`src/ufr_pkg.sv`:
```
// shared types, codes and constants for the uart receive fifo register block
// no dependencies; imported by ufr_ctrl, ufr_dp and the top level, not by ufr_ram
`default_nettype none

package ufr_pkg;

    // default receive fifo depth in bytes
    localparam int FIFO_DEPTH_DEF = 8;

    // answer of an rx data read while the fifo is empty
    localparam logic [31:0] RX_EMPTY_WORD = 32'h8000_0000;

    // watermark count field inside the tx and rx control words
    localparam int WM_LSB = 16;
    localparam int WM_W   = 3;

    // stream word layout
    localparam int IN_DATA_W  = 24;
    localparam int IN_USER_W  = 2;
    localparam int OUT_DATA_W = 48;

    // item kinds carried in tuser
    localparam logic [1:0] CMD_READ  = 2'd0;
    localparam logic [1:0] CMD_WRITE = 2'd1;
    localparam logic [1:0] CMD_RX    = 2'd2;

    // bus register indexes
    localparam logic [2:0] REG_TXDATA = 3'd0;
    localparam logic [2:0] REG_RXDATA = 3'd1;
    localparam logic [2:0] REG_TXCTRL = 3'd2;
    localparam logic [2:0] REG_RXCTRL = 3'd3;
    localparam logic [2:0] REG_IE     = 3'd4;
    localparam logic [2:0] REG_IP     = 3'd5;
    localparam logic [2:0] REG_DIV    = 3'd6;

    // configuration port register indexes
    localparam logic [1:0] CFG_IE     = 2'd0;
    localparam logic [1:0] CFG_TXCTRL = 2'd1;
    localparam logic [1:0] CFG_RXCTRL = 2'd2;
    localparam logic [1:0] CFG_DIV    = 2'd3;

    typedef enum logic [0:0] {
        ST_IDLE,
        ST_RAM_WAIT
    } t_state;

    // controller to datapath
    typedef struct packed {
        logic accept;      // word taken, update pointers and issue any ram read
        logic load_direct; // load result register from the word just taken
        logic load_ram;    // load result register from the ram read data
    } t_dp_cmd;

    // datapath to controller
    typedef struct packed {
        logic is_pop;      // offered word pops a byte from the fifo
    } t_dp_status;

endpackage

`default_nettype wire

```
`src/ufr_ram.sv`:
```
// generic single write port ram with registered read
// no dependencies
`default_nettype none

module ufr_ram #(
    parameter int WIDTH = 8,
    parameter int DEPTH = 8
) (
    input  wire logic                                 i_clk,
    input  wire logic                                 i_we,
    input  wire logic [(DEPTH > 1 ? $clog2(DEPTH) : 1)-1:0] i_waddr,
    input  wire logic [WIDTH-1:0]                     i_wdata,
    input  wire logic                                 i_re,
    input  wire logic [(DEPTH > 1 ? $clog2(DEPTH) : 1)-1:0] i_raddr,
    output logic      [WIDTH-1:0]                     o_rdata
);

    logic [WIDTH-1:0] r_mem [DEPTH];
    logic [WIDTH-1:0] r_rdata;

    always_ff @(posedge i_clk) begin
        if (i_we) begin
            r_mem[i_waddr] <= i_wdata;
        end
        if (i_re) begin
            r_rdata <= r_mem[i_raddr];
        end
    end

    assign o_rdata = r_rdata;

endmodule

`default_nettype wire

```
`src/ufr_ctrl.sv`:
```
// controller: input handshake, ram read wait, result register valid
// depends on ufr_pkg
`default_nettype none

module ufr_ctrl
    import ufr_pkg::*;
(
    input  wire logic       i_clk,
    input  wire logic       i_rst_n,
    input  wire logic       i_in_valid,
    output logic            o_in_ready,
    output logic            o_out_valid,
    input  wire logic       i_out_ready,
    input  wire t_dp_status i_status,
    output t_dp_cmd         o_cmd
);

    t_state r_state;
    t_state n_state;
    logic   r_out_valid;
    logic   n_out_valid;
    logic   out_free;

    assign out_free = !r_out_valid || i_out_ready;

    always_comb begin
        n_state = r_state;
        unique case (r_state)
            ST_IDLE: begin
                if (i_in_valid && out_free && i_status.is_pop) begin
                    n_state = ST_RAM_WAIT;
                end
            end
            ST_RAM_WAIT: begin
                if (out_free) begin
                    n_state = ST_IDLE;
                end
            end
            default: n_state = ST_IDLE;
        endcase
    end

    always_comb begin
        o_in_ready        = 1'b0;
        o_cmd.accept      = 1'b0;
        o_cmd.load_direct = 1'b0;
        o_cmd.load_ram    = 1'b0;
        unique case (r_state)
            ST_IDLE: begin
                o_in_ready        = out_free;
                o_cmd.accept      = i_in_valid && out_free;
                o_cmd.load_direct = i_in_valid && out_free && !i_status.is_pop;
            end
            ST_RAM_WAIT: begin
                o_cmd.load_ram = out_free;
            end
            default: begin
                o_in_ready = 1'b0;
            end
        endcase
    end

    always_comb begin
        if (o_cmd.load_direct || o_cmd.load_ram) begin
            n_out_valid = 1'b1;
        end else if (i_out_ready) begin
            n_out_valid = 1'b0;
        end else begin
            n_out_valid = r_out_valid;
        end
    end

    always_ff @(posedge i_clk) begin
        if (!i_rst_n) begin
            r_state     <= ST_IDLE;
            r_out_valid <= 1'b0;
        end else begin
            r_state     <= n_state;
            r_out_valid <= n_out_valid;
        end
    end

    assign o_out_valid = r_out_valid;

    // an accepted pop always enters the ram wait state in the following cycle
    a_pop_waits: assert property (@(posedge i_clk) disable iff (!i_rst_n)
        o_cmd.accept && i_status.is_pop |=> r_state == ST_RAM_WAIT)
        else $error("pop did not enter ram wait");

    // no new word while a pop result is pending
    a_no_accept_in_wait: assert property (@(posedge i_clk) disable iff (!i_rst_n)
        r_state == ST_RAM_WAIT |-> !o_in_ready)
        else $error("word accepted during ram wait");

    // a result is never loaded over one that nobody took
    a_no_overwrite: assert property (@(posedge i_clk) disable iff (!i_rst_n)
        (o_cmd.load_direct || o_cmd.load_ram) |-> (!r_out_valid || i_out_ready))
        else $error("result register overwritten");

endmodule

`default_nettype wire

```
`src/ufr_dp.sv`:
```
// datapath: fifo pointers and ram, config registers, result register
// depends on ufr_pkg and ufr_ram
`default_nettype none

module ufr_dp
    import ufr_pkg::*;
#(
    parameter int FIFO_DEPTH = FIFO_DEPTH_DEF
) (
    input  wire logic                  i_clk,
    input  wire logic                  i_rst_n,
    input  wire logic [1:0]            i_cmd_kind,
    input  wire logic [2:0]            i_reg_index,
    input  wire logic [7:0]            i_write_byte,
    input  wire logic [7:0]            i_rx_byte,
    input  wire t_dp_cmd               i_cmd,
    output t_dp_status                 o_status,
    input  wire logic                  i_cfg_we,
    input  wire logic [1:0]            i_cfg_waddr,
    input  wire logic [31:0]           i_cfg_wdata,
    input  wire logic [1:0]            i_cfg_raddr,
    output logic      [31:0]           o_cfg_rdata,
    output logic      [OUT_DATA_W-1:0] o_result
);

    localparam int AW   = (FIFO_DEPTH > 1) ? $clog2(FIFO_DEPTH) : 1;
    localparam int CW   = $clog2(FIFO_DEPTH + 1);
    localparam int CMPW = (CW > WM_W) ? CW : WM_W;
    localparam logic [AW-1:0] LAST_IDX = AW'(FIFO_DEPTH - 1);
    localparam logic [CW-1:0] FULL_CNT = CW'(FIFO_DEPTH);

    logic [1:0]  r_irq_enable;
    logic [31:0] r_tx_control;
    logic [31:0] r_rx_control;
    logic [31:0] r_baud_divisor;

    logic [AW-1:0] r_rd_ptr;
    logic [AW-1:0] n_rd_ptr;
    logic [AW-1:0] r_wr_ptr;
    logic [AW-1:0] n_wr_ptr;
    logic [CW-1:0] r_fill;
    logic [CW-1:0] n_fill;

    logic [OUT_DATA_W-1:0] r_result;
    logic [7:0]            ram_rdata;

    logic        is_pop;
    logic        push_ok;
    logic        dropped;
    logic [31:0] pending;
    logic [31:0] read_data;
    logic        tx_valid;
    logic [7:0]  tx_byte;
    logic        irq;
    logic        rx_space;

    // config registers, written only from the apb port
    always_ff @(posedge i_clk) begin
        if (!i_rst_n) begin
            r_irq_enable   <= '0;
            r_tx_control   <= '0;
            r_rx_control   <= '0;
            r_baud_divisor <= '0;
        end else if (i_cfg_we) begin
            unique case (i_cfg_waddr)
                CFG_IE:     r_irq_enable   <= i_cfg_wdata[1:0];
                CFG_TXCTRL: r_tx_control   <= i_cfg_wdata;
                CFG_RXCTRL: r_rx_control   <= i_cfg_wdata;
                CFG_DIV:    r_baud_divisor <= i_cfg_wdata;
                default:    r_baud_divisor <= r_baud_divisor;
            endcase
        end
    end

    always_comb begin
        unique case (i_cfg_raddr)
            CFG_IE:     o_cfg_rdata = {30'd0, r_irq_enable};
            CFG_TXCTRL: o_cfg_rdata = r_tx_control;
            CFG_RXCTRL: o_cfg_rdata = r_rx_control;
            CFG_DIV:    o_cfg_rdata = r_baud_divisor;
            default:    o_cfg_rdata = '0;
        endcase
    end

    assign is_pop  = (i_cmd_kind == CMD_READ) && (i_reg_index == REG_RXDATA)
                     && (r_fill != '0);
    assign push_ok = (i_cmd_kind == CMD_RX) && (r_fill != FULL_CNT);
    assign dropped = (i_cmd_kind == CMD_RX) && (r_fill == FULL_CNT);
    assign o_status.is_pop = is_pop;

    always_comb begin
        n_rd_ptr = r_rd_ptr;
        n_wr_ptr = r_wr_ptr;
        n_fill   = r_fill;
        if (i_cmd.accept && is_pop) begin
            n_rd_ptr = (r_rd_ptr == LAST_IDX) ? '0 : r_rd_ptr + 1'b1;
            n_fill   = r_fill - 1'b1;
        end else if (i_cmd.accept && push_ok) begin
            n_wr_ptr = (r_wr_ptr == LAST_IDX) ? '0 : r_wr_ptr + 1'b1;
            n_fill   = r_fill + 1'b1;
        end
    end

    always_ff @(posedge i_clk) begin
        if (!i_rst_n) begin
            r_rd_ptr <= '0;
            r_wr_ptr <= '0;
            r_fill   <= '0;
        end else begin
            r_rd_ptr <= n_rd_ptr;
            r_wr_ptr <= n_wr_ptr;
            r_fill   <= n_fill;
        end
    end

    ufr_ram #(
        .WIDTH (8),
        .DEPTH (FIFO_DEPTH)
    ) u_ram (
        .i_clk   (i_clk),
        .i_we    (i_cmd.accept && push_ok),
        .i_waddr (r_wr_ptr),
        .i_wdata (i_rx_byte),
        .i_re    (i_cmd.accept && is_pop),
        .i_raddr (r_rd_ptr),
        .o_rdata (ram_rdata)
    );

    always_comb begin
        pending    = '0;
        pending[0] = (r_tx_control[WM_LSB +: WM_W] != '0);
        pending[1] = CMPW'(r_fill) > CMPW'(r_rx_control[WM_LSB +: WM_W]);
    end

    always_comb begin
        read_data = '0;
        if (i_cmd_kind == CMD_READ) begin
            unique case (i_reg_index)
                REG_RXDATA: read_data = RX_EMPTY_WORD;
                REG_TXCTRL: read_data = r_tx_control;
                REG_RXCTRL: read_data = r_rx_control;
                REG_IE:     read_data = {30'd0, r_irq_enable};
                REG_IP:     read_data = pending;
                REG_DIV:    read_data = r_baud_divisor;
                default:    read_data = '0;
            endcase
        end
    end

    assign tx_valid = (i_cmd_kind == CMD_WRITE) && (i_reg_index == REG_TXDATA);
    assign tx_byte  = tx_valid ? i_write_byte : 8'd0;
    assign irq      = r_irq_enable[1] && (n_fill != '0);
    assign rx_space = (n_fill != FULL_CNT);

    always_ff @(posedge i_clk) begin
        if (i_cmd.load_direct) begin
            r_result <= {4'd0, dropped, rx_space, irq, tx_byte, tx_valid, read_data};
        end else if (i_cmd.load_ram) begin
            r_result <= {4'd0, 1'b0, rx_space, irq, 8'd0, 1'b0, 24'd0, ram_rdata};
        end
    end

    assign o_result = r_result;

    a_fill_bound: assert property (@(posedge i_clk) disable iff (!i_rst_n)
        r_fill <= FULL_CNT)
        else $error("fill count above depth");

    // read and write pointers meet when empty or full
    a_ptr_fill: assert property (@(posedge i_clk) disable iff (!i_rst_n)
        (r_fill == '0 || r_fill == FULL_CNT) |-> r_rd_ptr == r_wr_ptr)
        else $error("pointers disagree with fill count");

endmodule

`default_nettype wire

```
`src/uart_rx_fifo_register_block.sv`:
```
// top level of the uart receive fifo register block
// depends on ufr_pkg, ufr_ctrl, ufr_dp (which holds ufr_ram)
//
// usage
// - slave stream: one word per event. tuser is the kind (bus read, bus
//   write, byte arriving from the line); tdata carries the register
//   index, the bus write byte and the arriving line byte
// - master stream: one result word per input word, in order: bus read
//   data, transmit strobe and byte, interrupt level, fifo space flag and
//   the dropped flag of an arriving byte
// - apb port writes and reads back irq_enable, tx_control, rx_control and
//   baud_divisor at byte addresses 0, 4, 8, 12; pready is always high
// flow
// - a word that does not pop the fifo gives its result in the result
//   register in the cycle after acceptance; one word per cycle unless stalled
// - a pop of the rx data register reads the fifo ram, whose read port is
//   registered, then loads the result register; no new word is taken meanwhile
// reset
// - synchronous, active low: fifo empty, config registers zero, no result
// stall
// - a result waits in the output register; a new word is taken in the
//   cycle the waiting result leaves, so nothing is lost or repeated
`default_nettype none

module uart_rx_fifo_register_block
    import ufr_pkg::*;
#(
    parameter int FIFO_DEPTH = FIFO_DEPTH_DEF
) (
    input  wire logic                  i_clk,
    input  wire logic                  i_rst_n,

    input  wire logic                  i_s_axis_tvalid,
    output logic                       o_s_axis_tready,
    // [2:0] reg_index, [10:3] write_byte, [18:11] rx_byte, rest zero
    input  wire logic [IN_DATA_W-1:0]  i_s_axis_tdata,
    // [1:0] cmd
    input  wire logic [IN_USER_W-1:0]  i_s_axis_tuser,

    output logic                       o_m_axis_tvalid,
    input  wire logic                  i_m_axis_tready,
    // [31:0] read_data, [32] tx_valid, [40:33] tx_byte, [41] irq,
    // [42] rx_space, [43] rx_dropped, rest zero
    output logic      [OUT_DATA_W-1:0] o_m_axis_tdata,

    input  wire logic                  psel,
    input  wire logic                  penable,
    input  wire logic                  pwrite,
    input  wire logic [3:0]            paddr,
    input  wire logic [31:0]           pwdata,
    output logic      [31:0]           prdata,
    output logic                       pready
);

    t_dp_cmd    dp_cmd;
    t_dp_status dp_status;
    logic       cfg_we;

    // register write on the access phase
    assign pready = 1'b1;
    assign cfg_we = psel && penable && pwrite && pready;

    ufr_ctrl u_ctrl (
        .i_clk       (i_clk),
        .i_rst_n     (i_rst_n),
        .i_in_valid  (i_s_axis_tvalid),
        .o_in_ready  (o_s_axis_tready),
        .o_out_valid (o_m_axis_tvalid),
        .i_out_ready (i_m_axis_tready),
        .i_status    (dp_status),
        .o_cmd       (dp_cmd)
    );

    ufr_dp #(
        .FIFO_DEPTH (FIFO_DEPTH)
    ) u_dp (
        .i_clk        (i_clk),
        .i_rst_n      (i_rst_n),
        .i_cmd_kind   (i_s_axis_tuser[1:0]),
        .i_reg_index  (i_s_axis_tdata[2:0]),
        .i_write_byte (i_s_axis_tdata[10:3]),
        .i_rx_byte    (i_s_axis_tdata[18:11]),
        .i_cmd        (dp_cmd),
        .o_status     (dp_status),
        .i_cfg_we     (cfg_we),
        .i_cfg_waddr  (paddr[3:2]),
        .i_cfg_wdata  (pwdata),
        .i_cfg_raddr  (paddr[3:2]),
        .o_cfg_rdata  (prdata),
        .o_result     (o_m_axis_tdata)
    );

endmodule

`default_nettype wire

```
`config.mk`:
```
export PLATFORM = sky130hd
export DESIGN_NAME = uart_rx_fifo_register_block
export DESIGN_NICKNAME = d
export VERILOG_FILES = /design/src/ufr_pkg.sv /design/src/ufr_ram.sv /design/src/ufr_ctrl.sv /design/src/ufr_dp.sv /design/src/uart_rx_fifo_register_block.sv
export SDC_FILE = /design/constraint.sdc
export NUM_CORES = 1
export LEC_CHECK = 0
export ABC_AREA = 1
export BUFFER_PORTS_ARGS = -buffer_cell sky130_fd_sc_hd__clkbuf_2
export CAP_MARGIN = 15
export CORE_AREA = 2 2 143 145
export CTS_BUF_LIST = sky130_fd_sc_hd__clkbuf_2 sky130_fd_sc_hd__clkbuf_4 sky130_fd_sc_hd__clkbuf_8
export CTS_CLUSTER_SIZE = 16
export DETAILED_ROUTE_END_ITERATION = 10
export DIE_AREA = 0 0 145 147
export PLACE_DENSITY = 0.71
export SLEW_MARGIN = 20
export SYNTH_ARGS = -nofsm -noshare
export SYNTH_HDL_FRONTEND = slang
export SYNTH_SLANG_ARGS = --single-unit
```
`constraint.sdc`:
```
create_clock -name i_clk -period 8.5 [get_ports i_clk]
set_input_delay 0.85 -clock i_clk [delete_from_list [all_inputs] [get_ports i_clk]]
set_output_delay 0.85 -clock i_clk [all_outputs]
set_load 0.005 [all_outputs]
```
==> results by group <==
Run status
  • Status: finished, final reports clean

Logic synthesis
  • Seq/Total Area, Yosys: 0.5878
  • Mean Syn Cell Area: 9.159 um^2
  • Cell accounting for the most synthesized area: edfxtp_1
  • FF+latch count, synth: 226
  • Commonest cells post-synth: nor2_1, o21ai_0, edfxtp_1, dfxtp_1, nand2_1
  • Cell variety after synth: 38
  • Area of the mapped netlist: 9672 um^2
  • Ys async rst share: 0
  • Count leader, synth: nor2_1
  • Mapped Cells: 1056
  • Post-synth EDFFs: 116
  • Primary FF master, synth: edfxtp_1
  • Largest cells by area after synthesis: edfxtp_1, dfxtp_1, nor2_1
  • Yosys warnings: 0
  • Synth top area share: 0.3602

Min path
  • Hold Crit Class: reg -> reg

GRT
  • Largest net degree at the start of global routing: 102
  • Antenna violations before repair: 1
  • Vias in the first global route: 7501
  • Gr ovfl total: 0
  • All-layer global routing usage: 0.2275
  • First-pass GRT wire length: 38.78 mm

Clocking
  • Root Driver: clkbuf_8
  • Number of hold buffers added after CTS: 0
  • Post-CTS setup buffers: 0
  • CTS tree: built
  • Clock transition at path regs: 0.05 ns
  • Worst skew pair latency: 0.53 ns
  • Htree depth: 2
  • Post-CTS sizing: 0
  • CTS buffer count: 39
  • Clock Tree Buf Depth: 3
  • TritonCTS Sinks: 226

Routing
  • WL final: 24.54 mm
  • Met3 Wirelength: 2.089 mm
  • Metal2 WL: 11.36 mm
  • Initial drt markers: 724
  • DR vias: 7981
  • Drt wl/cell: 16.44 um
  • Residual DRC: 0
  • Top sig layer: met4
  • Routed Antenna Nets: 0
  • WL met1: 10.29 mm
  • DRT Pass-1 Iters: 5
  • Routed vias/inst: 5.346

Layout
  • Layout cells sized above 1: 0.2005
  • Layout fillers: 1751
  • Area Growth Syn to Fin: 17.81%
  • Layout net count: 1269
  • Multi-input logic area: 3356 um^2
  • Reg area: 5685 um^2
  • Post-layout util: 0.5742
  • Design area: 11390 um^2

Placement
  • Post-DP Area: 10550 um^2
  • GPL Wtd Cong: 0.8170
  • Post-DP HPWL: 15.57 mm
  • Port Buffer Count: 139
  • Post-place setup slack: 4.554 ns

Worst setup path
  • Data required, critical path: 7.65 ns
  • Crit end category: output pin
  • CP max-delay cell: nand2_1
  • Critical path capture point: prdata[1]
  • CP arrival: 2.87 ns
  • Crit Path Class: in -> out
  • CP Max Fanout: 20
  • R2r startpoint: u_dp.r_fill[0]
  • Worst-case reg-to-reg path depth: 8
  • Critical R2R Capture: u_dp.u_ram.r_mem[3][3]
  • Critical Path, Cell by Cell: clkbuf_2, nand2_1, inv_1, a221oi_1, o21ai_0, clkbuf_2
  • Crit path top cell by count: clkbuf_2
  • Worst reg-to-reg setup slack: 5.92 ns
  • Max stage delay on crit path: 0.65 ns
  • Startpoint type of the worst setup path: primary input
  • Worst setup startpoint: paddr[2]

Floorplanning
  • Core area: 19840 um^2
  • Die width: 145 um
  • Die footprint: 21320 um^2
  • Site row count: 52
  • Boundary Pins: 152
  • Die Y: 147 um
  • Starting density of the core: 0.4874

Timing
  • Tmin final: 3.715 ns
  • Slew @ Worst Pin: 1.011 ns
  • TNS Setup: 0 ns
  • Rel. slew slack: 0.3251
  • RSZ-0062 raised after global routing: no
  • Setup WS post-layout: 4.785 ns
  • Crit share post-route: 0.4371
  • Max Fclk: 269.1 MHz
  • Fin. max-slew vios: 0
  • Setup Skew: 0.02941 ns
  • # setup viols final: 0
  • Final hold slack: 0.4738 ns
  • Final hold viol count: 0

Power
  • Lkg Pwr: 4.472 nW
  • Peak VDD IR: 0.1407 mV
  • P per Cell Area: 206.3 nW/um^2

Job
  • Count of maximum capacitance violations: 0
==> registers in the layout (all words and copies together) (netlist names), 3 cells and up <==
| name | flops |
|---|---|
| u_dp.r_wr_ptr | 3 |
| u_dp.r_baud_divisor | 32 |
| u_dp.r_tx_control | 32 |
| u_dp.r_fill | 4 |
| u_dp.u_ram.o_rdata | 8 |
| u_dp.r_rx_control | 32 |
| u_dp.u_ram.r_mem | 64 |
| u_dp.o_result | 44 |
| u_dp.r_rd_ptr | 3 |
==> metrics by stage <==
step                instances  power, W
floorplan                1059  0.001273
global placement         1420  0.001330
detailed placement       1420  0.001332
CTS                      1492  0.002367
global route             1493  0.002441
finish                   1493  0.002351
==> how the worst min path moves through the flow <==
| stage | from | to | slack (ns) | cells past startpoint |
|---|---|---|---|---|
| final | u_dp.r_tx_control[31] | u_dp.r_tx_control[31] | 0.47 | 2 |
| after global placement | u_dp.r_tx_control[31] | u_dp.r_tx_control[31] | 0.46 | 2 |
| after CTS | u_dp.r_tx_control[31] | u_dp.r_tx_control[31] | 0.47 | 2 |
| after global routing | u_dp.r_tx_control[31] | u_dp.r_tx_control[31] | 0.50 | 2 |
| after floorplan | u_dp.r_tx_control[31] | u_dp.r_tx_control[31] | 0.44 | 2 |
| after detailed placement | u_dp.r_tx_control[31] | u_dp.r_tx_control[31] | 0.46 | 2 |
==> worst max-delay path: cells and delay by family <==
kind / cells / cell delay, ns
AO/OA/AOI/OAI: 2 / 0.52
buffers and inverters: 3 / 0.84
AND/OR/NAND/NOR: 1 / 0.65
==> cells by family after synthesis <==
kind of cell	share of synthesized area
AND/OR/NAND/NOR	0.1440
AO/OA/AOI/OAI	0.1855
flip-flops	0.5878
buffers and inverters	0.06753
adder cells (fa/ha/maj)	0.01164
XOR/XNOR	0.002717
other	0.0007765
==> cell type report <==
cell class,instances,share of cell area
sequential,226,0.4990
multi-input combinational,671,0.2945
timing repair buffer,152,0.06962
clock buffer,62,0.06446
inverter,101,0.03327
tap,270,0.02965
clock inverter,10,0.009333
antenna,1,0.0002196
==> cell usage in the layout, fill, tap and decap left out, drive strengths merged, types with 2 or more instances in the layout <==
master and instances:
nor3 10, a31oi 9, nand4 4, conb 5, inv 99, a221oi 15, bufinv 2, edfxtp 116
o21ai 147, ha 9, o221ai 19, buf 13, clkinv 9, a21oi 84, clkbuf 201, dfxtp 110
nand2 94, nor2 217, nand3 14, a211oi 3, xor2 3, o211ai 12, o22ai 23
==> where the power goes <==
part	internal (W)	switching [W]	leakage, nW
clock	0.000612	0.000428	0.446
sequential	0.00117	0.00000967	1.98
combinational	0.0000405	0.0000908	2.04
==> layer usage <==
metal  vias to the layer above  GRT usage
li1                       3922          -
met1                      3684     0.2980
met2                       316     0.3650
met3                        59    0.05311
met4                         0    0.09703
met5                         -          0
No activity file was read; power rests on OpenSTA's default activity.
